$ cat config.mk
export PLATFORM = sky130hd
export DESIGN_NAME = djb2_string_bucket_hash
export DESIGN_NICKNAME = d
export VERILOG_FILES = /design/src/djb2_pkg.sv /design/src/djb2_ctrl.sv /design/src/djb2_dp.sv /design/src/djb2_string_bucket_hash.sv
export VERILOG_INCLUDE_DIRS = /design/src /design/src/src
export SDC_FILE = /design/constraint.sdc
export NUM_CORES = 1
export LEC_CHECK = 0
export ABC_AREA = 1
export ABC_CLOCK_PERIOD_IN_PS = 7600
export BUFFER_PORTS_ARGS = -buffer_cell sky130_fd_sc_hd__buf_2
export CORE_MARGIN = 2
export CORE_UTILIZATION = 50
export DETAILED_ROUTE_END_ITERATION = 10
export PLACE_DENSITY = 0.77
export SYNTH_ARGS = -nofsm -noshare
export SYNTH_HDL_FRONTEND = slang
export SYNTH_HIERARCHICAL = 1
export SYNTH_SLANG_ARGS = --single-unit
export TNS_END_PERCENT = 10
$ cat constraint.sdc
create_clock -name clk -period 7.6 [get_ports clk]
set_input_delay 0.38 -clock clk [delete_from_list [all_inputs] [get_ports clk]]
set_output_delay 0.38 -clock clk [all_outputs]
set_load 0.05 [all_outputs]
$ cat src/djb2_string_bucket_hash_assert.svh
// Assertion macros for the djb2 string bucket hash block.
`ifndef DJB2_STRING_BUCKET_HASH_ASSERT_SVH
`define DJB2_STRING_BUCKET_HASH_ASSERT_SVH

// Same-cycle implication, sampled on clk, disabled during reset.
`define DJB2_ASSERT_IMP(lbl, ante, cons) \
    lbl: assert property (@(posedge clk) disable iff (!rst_n) (ante) |-> (cons)) \
        else $error("djb2 same-cycle check failed");

// Next-cycle implication, sampled on clk, disabled during reset.
`define DJB2_ASSERT_NXT(lbl, ante, cons) \
    lbl: assert property (@(posedge clk) disable iff (!rst_n) (ante) |=> (cons)) \
        else $error("djb2 next-cycle check failed");

`endif

$ cat src/djb2_pkg.sv
// Package: shared constants, types and command struct for the djb2 hash block.
`timescale 1ns / 1ps

package djb2_pkg;

    localparam int KEY_W       = 32;
    localparam int BYTE_W      = 8;
    localparam int BCOUNT_W    = 16;
    localparam int INDEX_OUT_W = 16;
    localparam int CFG_INDEX_W = 4;
    localparam int CFG_DATA_W  = 16;
    localparam int KEY_SHIFT   = 5;
    localparam int STEP_W      = $clog2(KEY_W);

    localparam int BUCKET_INDEX_BITS_DEF = 16;
    localparam int NUM_BUCKETS_RESET     = 256;

    localparam logic [KEY_W-1:0] KEY_INIT = 32'd5381;

    localparam logic [CFG_INDEX_W-1:0] REG_NUM_BUCKETS = 4'd0;
    localparam logic [CFG_INDEX_W-1:0] REG_CASE_FOLD   = 4'd1;

    localparam logic [BYTE_W-1:0] UPPER_A    = 8'h41;
    localparam logic [BYTE_W-1:0] UPPER_Z    = 8'h5A;
    localparam logic [BYTE_W-1:0] CASE_DELTA = 8'h20;

    typedef logic [KEY_W-1:0]  key_t;
    typedef logic [BYTE_W-1:0] byte_t;

    typedef struct packed {
        logic take;   // input transaction accepted
        logic start;  // accepted transaction closes the name
        logic step;   // one remainder iteration
        logic load;   // move finished result into output registers
    } cmd_t;

endpackage

$ cat src/djb2_ctrl.sv
// Controller: sequences key update, remainder iterations and output handoff.
`timescale 1ns / 1ps

module djb2_ctrl
(
    input  logic              clk,
    input  logic              rst_n,
    input  logic              char_valid,
    input  logic              last,
    input  logic              hash_stall,
    output logic              char_stall,
    output logic              hash_valid,
    output djb2_pkg::cmd_t    cmd
);

    typedef enum logic [1:0] {
        S_RUN,
        S_DIV,
        S_DONE
    } state_t;

    state_t                          state_reg;
    state_t                          state_next;
    logic [djb2_pkg::STEP_W-1:0]     step_reg;
    logic [djb2_pkg::STEP_W-1:0]     step_next;
    logic                            hash_valid_reg;
    logic                            hash_valid_next;
    logic                            out_free;
    logic                            take;

    assign char_stall = (state_reg != S_RUN);
    assign hash_valid = hash_valid_reg;
    assign out_free   = !hash_valid_reg || !hash_stall;
    assign take       = char_valid && (state_reg == S_RUN);

    always_comb
    begin
        state_next      = state_reg;
        step_next       = step_reg;
        hash_valid_next = hash_valid_reg;
        cmd             = '0;
        if (hash_valid_reg && !hash_stall)
        begin
            hash_valid_next = 1'b0;
        end
        case (state_reg)
            S_RUN:
            begin
                cmd.take = take;
                if (take && last)
                begin
                    cmd.start  = 1'b1;
                    step_next  = '0;
                    state_next = S_DIV;
                end
            end
            S_DIV:
            begin
                cmd.step  = 1'b1;
                step_next = step_reg + 1'b1;
                if (step_reg == djb2_pkg::STEP_W'(djb2_pkg::KEY_W - 1))
                begin
                    state_next = S_DONE;
                end
            end
            S_DONE:
            begin
                if (out_free)
                begin
                    cmd.load        = 1'b1;
                    hash_valid_next = 1'b1;
                    state_next      = S_RUN;
                end
            end
            default:
            begin
                state_next = S_RUN;
            end
        endcase
    end

    always_ff @(posedge clk or negedge rst_n)
    begin
        if (!rst_n)
        begin
            state_reg      <= S_RUN;
            step_reg       <= '0;
            hash_valid_reg <= 1'b0;
        end
        else
        begin
            state_reg      <= state_next;
            step_reg       <= step_next;
            hash_valid_reg <= hash_valid_next;
        end
    end

endmodule

$ cat src/djb2_dp.sv
// Datapath: config registers, running key, bit-serial remainder and output registers.
`timescale 1ns / 1ps

module djb2_dp
#(
    parameter int BUCKET_INDEX_BITS = djb2_pkg::BUCKET_INDEX_BITS_DEF
)
(
    input  logic                                clk,
    input  logic                                rst_n,
    input  djb2_pkg::cmd_t                      cmd,
    input  logic [djb2_pkg::BYTE_W-1:0]         char_byte,
    input  logic                                has_char,
    input  logic                                last,
    input  logic                                cfg_we,
    input  logic [djb2_pkg::CFG_INDEX_W-1:0]    cfg_index,
    input  logic [djb2_pkg::CFG_DATA_W-1:0]     cfg_data,
    output logic [djb2_pkg::INDEX_OUT_W-1:0]    bucket_index,
    output logic [djb2_pkg::KEY_W-1:0]          raw_hash
);

    localparam int CNT_W = (BUCKET_INDEX_BITS < djb2_pkg::BCOUNT_W) ?
                           BUCKET_INDEX_BITS : djb2_pkg::BCOUNT_W;
    localparam logic [CNT_W-1:0] CNT_RESET = CNT_W'(djb2_pkg::NUM_BUCKETS_RESET);

    logic [CNT_W-1:0]                   num_buckets_reg;
    logic                               case_fold_reg;
    djb2_pkg::key_t                     key_reg;
    djb2_pkg::key_t                     final_reg;
    djb2_pkg::key_t                     dividend_reg;
    logic [CNT_W-1:0]                   rem_reg;
    logic [djb2_pkg::INDEX_OUT_W-1:0]   bucket_index_reg;
    djb2_pkg::key_t                     raw_hash_reg;

    djb2_pkg::byte_t                    folded;
    djb2_pkg::key_t                     ext_byte;
    djb2_pkg::key_t                     key_upd;
    logic [CNT_W:0]                     rem_shift;
    logic [CNT_W:0]                     rem_diff;
    logic [CNT_W-1:0]                   rem_next;

    always_comb
    begin
        folded = char_byte;
        if (case_fold_reg && (char_byte >= djb2_pkg::UPPER_A) &&
            (char_byte <= djb2_pkg::UPPER_Z))
        begin
            folded = char_byte + djb2_pkg::CASE_DELTA;
        end
        ext_byte = {{(djb2_pkg::KEY_W - djb2_pkg::BYTE_W){folded[djb2_pkg::BYTE_W-1]}},
                    folded};
        key_upd  = key_reg;
        if (has_char && (char_byte != '0))
        begin
            key_upd = (key_reg << djb2_pkg::KEY_SHIFT) + key_reg + ext_byte;
        end
    end

    // restoring remainder, one dividend bit per step, MSB first
    assign rem_shift = {rem_reg, dividend_reg[djb2_pkg::KEY_W-1]};
    assign rem_diff  = rem_shift - {1'b0, num_buckets_reg};
    assign rem_next  = (rem_shift >= {1'b0, num_buckets_reg}) ?
                       rem_diff[CNT_W-1:0] : rem_shift[CNT_W-1:0];

    always_ff @(posedge clk or negedge rst_n)
    begin
        if (!rst_n)
        begin
            num_buckets_reg <= CNT_RESET;
            case_fold_reg   <= 1'b0;
            key_reg         <= djb2_pkg::KEY_INIT;
        end
        else
        begin
            if (cfg_we)
            begin
                case (cfg_index)
                    djb2_pkg::REG_NUM_BUCKETS: num_buckets_reg <= cfg_data[CNT_W-1:0];
                    djb2_pkg::REG_CASE_FOLD:   case_fold_reg   <= cfg_data[0];
                    default:                   ;
                endcase
            end
            if (cmd.take)
            begin
                key_reg <= last ? djb2_pkg::KEY_INIT : key_upd;
            end
        end
    end

    always_ff @(posedge clk)
    begin
        if (cmd.start)
        begin
            final_reg    <= key_upd;
            dividend_reg <= key_upd;
            rem_reg      <= '0;
        end
        else if (cmd.step)
        begin
            dividend_reg <= dividend_reg << 1;
            rem_reg      <= rem_next;
        end
        if (cmd.load)
        begin
            raw_hash_reg     <= final_reg;
            bucket_index_reg <= (num_buckets_reg == '0) ? '0 :
                                djb2_pkg::INDEX_OUT_W'(rem_reg);
        end
    end

    assign bucket_index = bucket_index_reg;
    assign raw_hash     = raw_hash_reg;

endmodule

$ cat src/djb2_string_bucket_hash.sv
// Top level: djb2 string hash with bucket reduction, controller plus datapath.
//
// Input channel (char_valid/char_stall): one byte of a name per transaction,
// with has_char and last. Bytes that do not close a name are accepted back to back.
// A transaction with last set closes the name; the remainder unit then runs
// one dividend bit per cycle, and char_stall stays high until the result
// enters the output register, so no byte of the next name is taken before
// the bit-serial remainder loop has finished.
// Output channel (hash_valid/hash_stall): raw_hash and bucket_index. The
// output register holds a result while hash_stall is high; a stalled result
// only delays the hand-off of the next finished name.
// Config channel (cfg_valid/cfg_ready, cfg_index, cfg_data): index 0 is
// the bucket count, index 1 is case_fold; other indexes are ignored. cfg_ready
// is always high; write only while no name is in flight.
// Reset: running key returns to 5381, the bucket count to 256, case_fold to 0,
// no result pending.
`timescale 1ns / 1ps

module djb2_string_bucket_hash
#(
    parameter int BUCKET_INDEX_BITS = djb2_pkg::BUCKET_INDEX_BITS_DEF
)
(
    input  logic                                clk,
    input  logic                                rst_n,
    input  logic                                char_valid,
    output logic                                char_stall,
    input  logic [djb2_pkg::BYTE_W-1:0]         char_byte,
    input  logic                                has_char,
    input  logic                                last,
    output logic                                hash_valid,
    input  logic                                hash_stall,
    output logic [djb2_pkg::INDEX_OUT_W-1:0]    bucket_index,
    output logic [djb2_pkg::KEY_W-1:0]          raw_hash,
    input  logic                                cfg_valid,
    output logic                                cfg_ready,
    input  logic [djb2_pkg::CFG_INDEX_W-1:0]    cfg_index,
    input  logic [djb2_pkg::CFG_DATA_W-1:0]     cfg_data
);

    `include "djb2_string_bucket_hash_assert.svh"

    djb2_pkg::cmd_t cmd;
    logic           cfg_we;

    assign cfg_ready = 1'b1;
    assign cfg_we    = cfg_valid && cfg_ready;

    djb2_ctrl u_ctrl
    (
        .clk        (clk),
        .rst_n      (rst_n),
        .char_valid (char_valid),
        .last       (last),
        .hash_stall (hash_stall),
        .char_stall (char_stall),
        .hash_valid (hash_valid),
        .cmd        (cmd)
    );

    djb2_dp #(
        .BUCKET_INDEX_BITS (BUCKET_INDEX_BITS)
    ) u_dp
    (
        .clk          (clk),
        .rst_n        (rst_n),
        .cmd          (cmd),
        .char_byte    (char_byte),
        .has_char     (has_char),
        .last         (last),
        .cfg_we       (cfg_we),
        .cfg_index    (cfg_index),
        .cfg_data     (cfg_data),
        .bucket_index (bucket_index),
        .raw_hash     (raw_hash)
    );

    // closing a name blocks the input while the remainder runs
    `DJB2_ASSERT_NXT(a_close_stalls, cmd.start, char_stall)
    // input reopens only when a result is handed to the output register
    `DJB2_ASSERT_IMP(a_reopen_with_result, $fell(char_stall), hash_valid)
    // remainder steps never overlap accepted input
    `DJB2_ASSERT_IMP(a_step_excl_take, cmd.step, !cmd.take && char_stall)

endmodule
==> results of run 1 <==
through the flow:
step                utilization  cells  instance area (sq um)  hold slack [ns]
global route              0.568   1716                  12400            0.153
finish                    0.568   1716                  12400           0.0855
global placement          0.540   1684                  11800            0.400
floorplan                     -   1341                  11100           0.0844
CTS                       0.568   1716                  12400            0.116
detailed placement        0.540   1684                  11800            0.405
per-layer routing:
metal  share of wire  track usage  wire [um]
met5               0            0          0
met3           0.058       0.0366       1580
met2            0.48        0.404      13100
met1            0.43        0.318      11700
met4           0.035       0.0974        955
layout by cell type (no fill, tap or decap), types with 3 or more instances in the layout:
cell          n
dfxtp_1      16
or2_1         6
fa_1         28
nand2_2       4
buf_2        84
o21bai_1      5
nand2_1     442
nor3_1        9
o21ai_2       8
xnor2_1      13
or2_2         5
a31oi_1       4
clkbuf_16    17
o22ai_1       5
o21ai_1       3
buf_4         8
edfxtp_1    112
inv_1       179
ha_1         54
nand3b_1      7
and2_1        8
a21oi_1      56
nor2_1       98
nand3_1     115
o21ai_0      40
inv_2         3
clkinvlp_4    3
nand4_1      14
dfstp_2       6
dfrtp_1      51
inv_8         6
critical path, stage by stage, from the launching register on:
cell     delay, ns
dfrtp_1       0.42
nand2_1       0.07
nor2_1        0.17
nand4_1       0.16
nand2_1       0.10
buf_4         0.36
fa_1          0.52
ha_1          0.36
nand2_1       0.14
inv_1         0.05
a21oi_1       0.22
nand2_1       0.19
nand2_1       0.13
nand2_1       0.10
nand2_1       0.12
nand2_1       0.07
nand2_1       0.06
nand3_1       0.13
nand3_1       0.15
nand2_1       0.07
path summary, 6_finish.rpt:
kind                                            end  slack (ns)  depth (start not counted)
max                           u_dp/dividend_reg[28]        3.77                         19
min                        u_dp/num_buckets_reg[11]        0.09                          2
max reg2reg                   u_dp/dividend_reg[28]        3.77                         19
min reg2reg                       u_dp/raw_hash[14]        0.41                          0
max in group asynchronous         u_ctrl/hash_valid        6.98                          2
min in group clk            u_dp/num_buckets_reg[8]        0.18                          3
layout make-up:
cell class	count	area, sq um
fill	1929	9440
inverter	182	683
tap	280	350
clock buffer	18	429
multi-input combinational	945	5140
sequential	185	5120
clock inverter	14	184
timing repair buffer	92	480
logic make-up after synthesis:
kind of cell               Yosys count
AOI/OAI and AO/OA                  131
xor gates and xnor gates            15
adders and majority gates           82
buffers and inverters              211
DFF                                185
other                                1
and+or+nand+nor                    716
power by group:
part           switching [mW]  total, mW  internal (mW)
Combinational            2.25       3.39           1.14
Clock                   0.409      0.912          0.503
Sequential              0.230       1.69           1.46
==> results.ini, run 1 <==
[status]
status = completed

[clock_network]
worstSkewPairLatency_ns = 0.43
cts_tree = done
htreeDepth = 4
clkSinkCount = 185
clock_path_buffers = 2
root_buffer = clkbuf_16
cts_resized = 0
cts.hold.buffers_added = 0
clk_pin_slew_worst_paths_ns = 0.07
cts_buffers = 17
post_cts_buffers = 0

[grt]
grt_pass1_wl_um = 45300
antenna_found_initial = 0
grt_pass1_vias = 8899
grt_overflow = 0
grt_max_degree = 65
grt_usage = 0.242

[routing]
drcViolationCount = 0
vias = 9065
wl_um = 27400
ant_nets = 0
wl_per_cell_um = 15.9
routed_via_density = 5.28
drtIter0Drc = 696
drtPass1Iterations = 5

[timing]
maxSlewHeadroom = 0.192
slew_viol_final = 0
period_minus_slack_ns = 3.83
post-route-period-util = 0.504
fmax_mhz = 261
skew_ns = 0.0115
tightest_slew_ns = 1.21
finalHoldViolations = 0
rsz0062_at_grt = false
setup_viol = 0
fin_ws_ns = 3.77
final.setup.tns_ns = 0

[synthesis]
synth.cell_area_sq_um = 11100
synthMuxAreaShare = 0
yosys_warnings = 6
synthDistinctLibCells = 47
yosysTopAreaCell = edfxtp_1
synth_xor_xnor_area_share = 0.0119
synth_fa_ha_area_frac = 0.112
synth-seq-cells = 185
synth_area_leaders = edfxtp_1 (30%), nand2_1 (15%), dfrtp_1 (12%), ha_1 (6.1%), inv_1 (6.1%)
async_flop_share = 0.308
syn-num-nets = 1458
syn_inst = 1341
synth_edf_count = 112
synth_top_family_by_area = simple AND/OR/NAND/NOR gates
synth_common_cells = nand2_1 (442), inv_1 (180), nand3_1 (115)
synthSimpleGateAreaFrac = 0.271
yosysMostFrequentCell = nand2_1
avgSynthCellArea_sq_um = 8.27
yosysTopAreaCellShare = 0.303
synth_compound_area_frac = 0.0681
synthFlopType = edfxtp_1
ys_seq_area_frac = 0.462

[setup_path]
endpoint_kind = register
crit_fanout = 25
crit_path_start = u_dp/case_fold_reg
criticalPathCategory = reg2reg
worstSetupStartpointType = register
worst_r2r_startpoint = u_dp/case_fold_reg
cp.required_ns = 7.78
cp.arrival_ns = 4.01

[power]
total_power_mw = 5.99
leakage_nw = 6.10
p_per_area_nw_per_um2 = 484
vdd_drop_max_mv = 0.198

[cells_and_area]
drive_gt1_frac = 0.111
final_nets = 1540
area_delta_synth_final_pct = 11.7
antenna_cells = 0

[floorplan]
initial_core_util = 0.508
die-area_sq_um = 23400
ioPinCount = 86
die_h_um = 153
rows = 54
core_area_sq_um = 21800
chipWidth_um = 153

[place]
place_ws_ns = 3.70
dpl.hpwl_um = 20800
place_congestion = 0.984
io_buffers = 84

[hold_path]
hp-class = in2async

[job]
cap_violations = 0

(Power assumes the default switching activity.)
==> run 2: changes to the inputs <==
- ABC_CLOCK_PERIOD_IN_PS: 7600 -> 3200
- PLACE_DENSITY: 0.77 -> 0.8
- clock period: 7.6 -> 3.2 ns (I/O delays scaled with it)
==> run 2 against run 1 <==
Effect of this change:
- the run now ends with setup timing left
- via count is 9.1% higher
- combinational power grew to 3.4 times the previous value
- utilization is 7.1 points higher
- largest power group unchanged
- power grew to 2.9 times the previous value
- cell count is 6.0% higher
- sequential share of layout area is 4.6 points lower
- register-to-register slack worse by 4.0 ns
- sequential power is 140% higher
- clock skew is 0.0041 ns higher
- clock-buffer cell count stayed put
- wire length is 12% higher
==> results.ini, run 2 (synthesis gave the netlist of run 1 again) <==
[status]
status = complete, but fails checks
failed_checks = setup timing

[hold_path]
whs_path_depth = 3
hp-class = in2reg
whs_endpoint = u_dp/num_buckets_reg[1]
hp-start = cfg_data[1]

[floorplan]
die_h_um = 153
initial_core_util = 0.508
rows = 54
chipWidth_um = 153
die-area_sq_um = 23400
ioPinCount = 86
core_area_sq_um = 21800

[routing]
drtIter0Drc = 880
drtPass1Iterations = 5
drcViolationCount = 0
routed_via_density = 5.44
wl_um = 30500
vias = 9890
ant_nets = 0
wl_per_cell_um = 16.8

[place]
place_inst = 1768
place_congestion = 1.02
dpl.hpwl_um = 22000
place_ws_ns = -0.230
io_buffers = 84

[setup_path]
ff2ff_path_depth = 17
endpoint_kind = register
cp.arrival_ns = 3.61
cp.required_ns = 3.38
cp_num_buf_inv = 4
crit_fanout = 6
criticalPathCategory = reg2reg
worstSetupStartpointType = register
r2r_end = u_dp/dividend_reg[13]
setup.reg_to_reg.worst_slack_ns = -0.22
crit_path_cell_trace = nand2_1, nor2_1, nand4_1, nand2_4, buf_12, fa_1, ha_4, nand2_2, inv_2, a21oi_1, nand3_2, buf_4, o21ai_0, buf_4, o21ai_2, nand2_1, nand2_1
crit_path_max_incr_delay_ns = 0.47
path_delay_family = simple AND/OR/NAND/NOR gates
worst_r2r_startpoint = u_dp/case_fold_reg
crit_top_cell = nand2_1
crit_slowest_cell = fa_1

[clock_network]
htreeDepth = 4
root_buffer = clkbuf_16
worstSkewPairLatency_ns = 0.44
clk_pin_slew_worst_paths_ns = 0.07
clkSinkCount = 185
cts_tree = done
clock_path_buffers = 2
cts_buffers = 17

[cells_and_area]
final_nets = 1643
drive_gt1_frac = 0.256
antenna_cells = 0
final_common_cell = nand2_1
fin_cells = 1819
final_core_util = 0.639
area_delta_synth_final_pct = 25.7
final_cell_mix = nand2_1 (405), inv_1 (174), edfxtp_1 (112)

[timing]
final.setup.tns_ns = -5.81
maxSlewHeadroom = 0.278
skew_ns = 0.0157
period_minus_slack_ns = 3.42
tightest_slew_ns = 1.08
setup_viol = 56
fin_ws_ns = -0.225
rsz0062_at_grt = true
fmax_mhz = 292
post-route-period-util = 1.07
slew_viol_final = 0
finalHoldViolations = 0

[grt]
grt_usage = 0.260
grt_overflow = 0
grt_pass1_vias = 9820
grt_max_degree = 63
antenna_found_initial = 0
grt_pass1_wl_um = 48500

[power]
p_per_area_nw_per_um2 = 1260
vdd_drop_max_mv = 0.558
leakage_nw = 6.67

[job]
cap_violations = 0

[run 2: cell count changes in the layout (fill, tap and decap cells not counted), sizes merged]
| cell | delta |
|---|---|
| buf | +90 |
| dlygate4sd3 | +12 |
| bufinv | -2 |
| clkinv | +2 |
| clkbuf | +1 |
| clkinvlp | -1 |
| inv | +1 |
[run 2: where the power goes]
| group | total [mW] | switching (mW) | internal, mW |
|---|---|---|---|
| Combinational | 11.5 | 6.65 | 4.86 |
| Clock | 2.01 | 0.960 | 1.05 |
| Sequential | 4.04 | 0.583 | 3.46 |
| Total | 17.6 | 8.19 | 9.37 |
[run 2: routing by layer]
metal	vias up	routed length, um	share of wire	track usage
met5	-	0	0	0
met1	4648	12000	0.39	0.321
met2	454	15300	0.50	0.451
li1	4705	-	-	-
met4	0	1210	0.040	0.111
met3	83	1970	0.065	0.0445
[run 2: stage by stage]
step / instance area, sq um / total power [mW] / hold WS [ns]
2_1_floorplan: 11100 / 9.86 / -0.136
3_3_place_gp: 12400 / 13.0 / 0.200
3_5_place_dp: 12400 / 13.2 / 0.205
4_1_cts: 13600 / 16.3 / 0.00145
5_1_grt: 13900 / 18.8 / 0.0159
6_report: 13900 / 17.6 / 0.0138
[run 2: area by class of cell]
type | instances | area [sq um]
Clock inverter | 14 | 124
Tap cell | 280 | 350
Multi-Input combinational cell | 945 | 5890
Clock buffer | 18 | 439
Inverter | 182 | 683
Timing Repair Buffer | 195 | 1330
Fill cell | 1697 | 7890
Sequential cell | 185 | 5120
[run 2: timing repair]
item                                    4_1_cts  5_1_grt
gates cloned                                  1        1
endpoints found under the hold margin        34        0
endpoints found under the setup margin       41       72
setup buffers                                 1        5
pin swaps                                    23       45
resized for setup                            71       88
hold buffers                                 12        0
[run 2: how the worst max path moves through the flow]
stage	start	to	slack (ns)	cells after the start
floorplan	u_dp/case_fold_reg	u_dp/final_reg[28]	-0.26	17
global placement	char_byte[2]	u_dp/final_reg[28]	-0.20	20
detailed placement	char_byte[2]	u_dp/dividend_reg[23]	-0.23	22
CTS	u_dp/case_fold_reg	u_dp/dividend_reg[30]	-0.03	21
global route	u_dp/case_fold_reg	u_dp/dividend_reg[28]	-0.36	20
finish	u_dp/case_fold_reg	u_dp/dividend_reg[13]	-0.22	17
[run 2: tightest hold or removal path, stage by stage]
cell and delay (ns):
buf_2 0.09, nor2_1 0.04, a21oi_1 0.11
==> run 3: changes to the inputs <==
- CTS_BUF_LIST: default -> sky130_fd_sc_hd__clkbuf_8
==> run 3 against run 2 <==
Effect of this change:
- the run still ends with setup timing left
- via count grew 1.0%
- sequential share of layout area shrank 0.23 points
- critical path depth grew 3
- die area is the same
- worst setup slack gained 0.073 ns
- wire length grew 2.6%
==> results.ini, run 3 (synthesis gave the netlist of run 1 again) <==
[status]
status = complete, but fails checks
failed_checks = setup timing

[timing]
hold_ws_ns = 0.0548
setup_viol = 43
post-route-period-util = 1.05
rsz0062_at_grt = true
maxSlewHeadroom = 0.297
fmax_mhz = 298
finalHoldViolations = 0
tightest_slew_ns = 1.05
fin_ws_ns = -0.151
slew_viol_final = 0
period_minus_slack_ns = 3.35
skew_ns = 0.0209
final.setup.tns_ns = -2.90

[cells_and_area]
final_cell_mix = nand2_1 (384), inv_1 (169), edfxtp_1 (112)
final_common_cell = nand2_1
area_delta_synth_final_pct = 26.5
final_core_util = 0.643
final_cell_area_sq_um = 14000
antenna_cells = 0
final_nets = 1650
drive_gt1_frac = 0.277
fillCellCount = 1690

[setup_path]
cp_num_buf_inv = 2
ff2ff_path_depth = 20
worstSetupStartpointType = register
worst_r2r_startpoint = u_dp/case_fold_reg
r2r_end = u_dp/dividend_reg[22]
criticalPathCategory = reg2reg
path_delay_family = simple AND/OR/NAND/NOR gates
crit_top_cell = nand2_2
crit_slowest_cell = fa_2
crit_path_max_incr_delay_ns = 0.47
crit_fanout = 6
endpoint_kind = register
cp.required_ns = 3.43
crit_path_cell_trace = nand2_1, nor2_1, nand4_1, nand2_4, buf_12, fa_2, ha_4, nand2_4, nor2_4, inv_2, nor3_2, nand2_1, nand2_2, nand2_2, nand2_2, nand2_2, nand3_2, nand2_4, nand2_2, nand2_1
setup.reg_to_reg.worst_slack_ns = -0.15
cp.arrival_ns = 3.59

[routing]
routed_via_density = 5.47
drtIter0Drc = 925
vias = 9991
wl_um = 31300
ant_nets = 0
wl_per_cell_um = 17.2
drtPass1Iterations = 6
drcViolationCount = 0

[clock_network]
worstSkewPairLatency_ns = 0.48
clock_path_buffers = 2
root_buffer = clkbuf_8
clk_pin_slew_worst_paths_ns = 0.10
cts_tree = done
cts_buffers = 17
htreeDepth = 4
clkSinkCount = 185

[floorplan]
die-area_sq_um = 23400
die_h_um = 153
rows = 54
initial_core_util = 0.508
chipWidth_um = 153
ioPinCount = 86
core_area_sq_um = 21800

[grt]
grt_max_degree = 63
grt_pass1_wl_um = 48200
grt_overflow = 0
grt_usage = 0.258
grt_pass1_vias = 9814
antenna_found_initial = 0

[hold_path]
hp-start = cfg_valid
whs_endpoint = u_dp/case_fold_reg
whs_path_depth = 3
hp-class = in2reg

[job]
cap_violations = 0

[place]
place_congestion = 1.02
dpl_cell_area_sq_um = 12400
io_buffers = 84
dpl.hpwl_um = 22000

[run 3: how the worst max path moves through the flow]
stage | start | to | slack (ns) | cells after the start
5_1_grt | u_dp/case_fold_reg | u_dp/dividend_reg[13] | -0.27 | 19
3_5_place_dp | char_byte[2] | u_dp/dividend_reg[23] | -0.23 | 22
2_1_floorplan | u_dp/case_fold_reg | u_dp/final_reg[28] | -0.26 | 17
6_report | u_dp/case_fold_reg | u_dp/dividend_reg[22] | -0.15 | 20
4_1_cts | u_dp/case_fold_reg | u_dp/dividend_reg[30] | -0.05 | 21
3_3_place_gp | char_byte[2] | u_dp/final_reg[28] | -0.20 | 20
[run 3: cell type report]
class / count / area, sq um / area share
well taps: 280 / 350 / 0.0250
flip-flops and latches: 185 / 5120 / 0.365
multi-input cells: 945 / 6070 / 0.433
inverters: 182 / 688 / 0.0491
clock inverters: 14 / 124 / 0.00883
repair buffers: 202 / 1420 / 0.101
clock buffers: 18 / 248 / 0.0177
[run 3: through the flow]
stage | setup WS [ns] | cells
2_1_floorplan | -0.255 | 1341
3_3_place_gp | -0.203 | 1768
3_5_place_dp | -0.230 | 1768
4_1_cts | -0.0481 | 1820
5_1_grt | -0.267 | 1826
6_report | -0.151 | 1826
[run 3: metal layers]
metal / track usage / routed length, um
met3: 0.0400 / 1950
met4: 0.105 / 1150
met5: 0 / 0
met2: 0.448 / 15900
met1: 0.322 / 12300
[run 3: what timing repair did]
action,4_1_cts,5_1_grt
setup buffers,1,5
pin swaps,19,87
endpoints found under the setup margin,42,72
hold buffers,18,0
endpoints found under the hold margin,41,0
gates cloned,1,2
resized for setup,69,148
[run 3: worst min-delay path, stage by stage]
cell,delay [ns]
buf_2,0.10
nand3_1,0.12
o21ai_0,0.10
Power of run 3 is left out: the tool's default activity adds up to more than one toggle a clock period on the data nets, which glitch-free logic cannot reach.
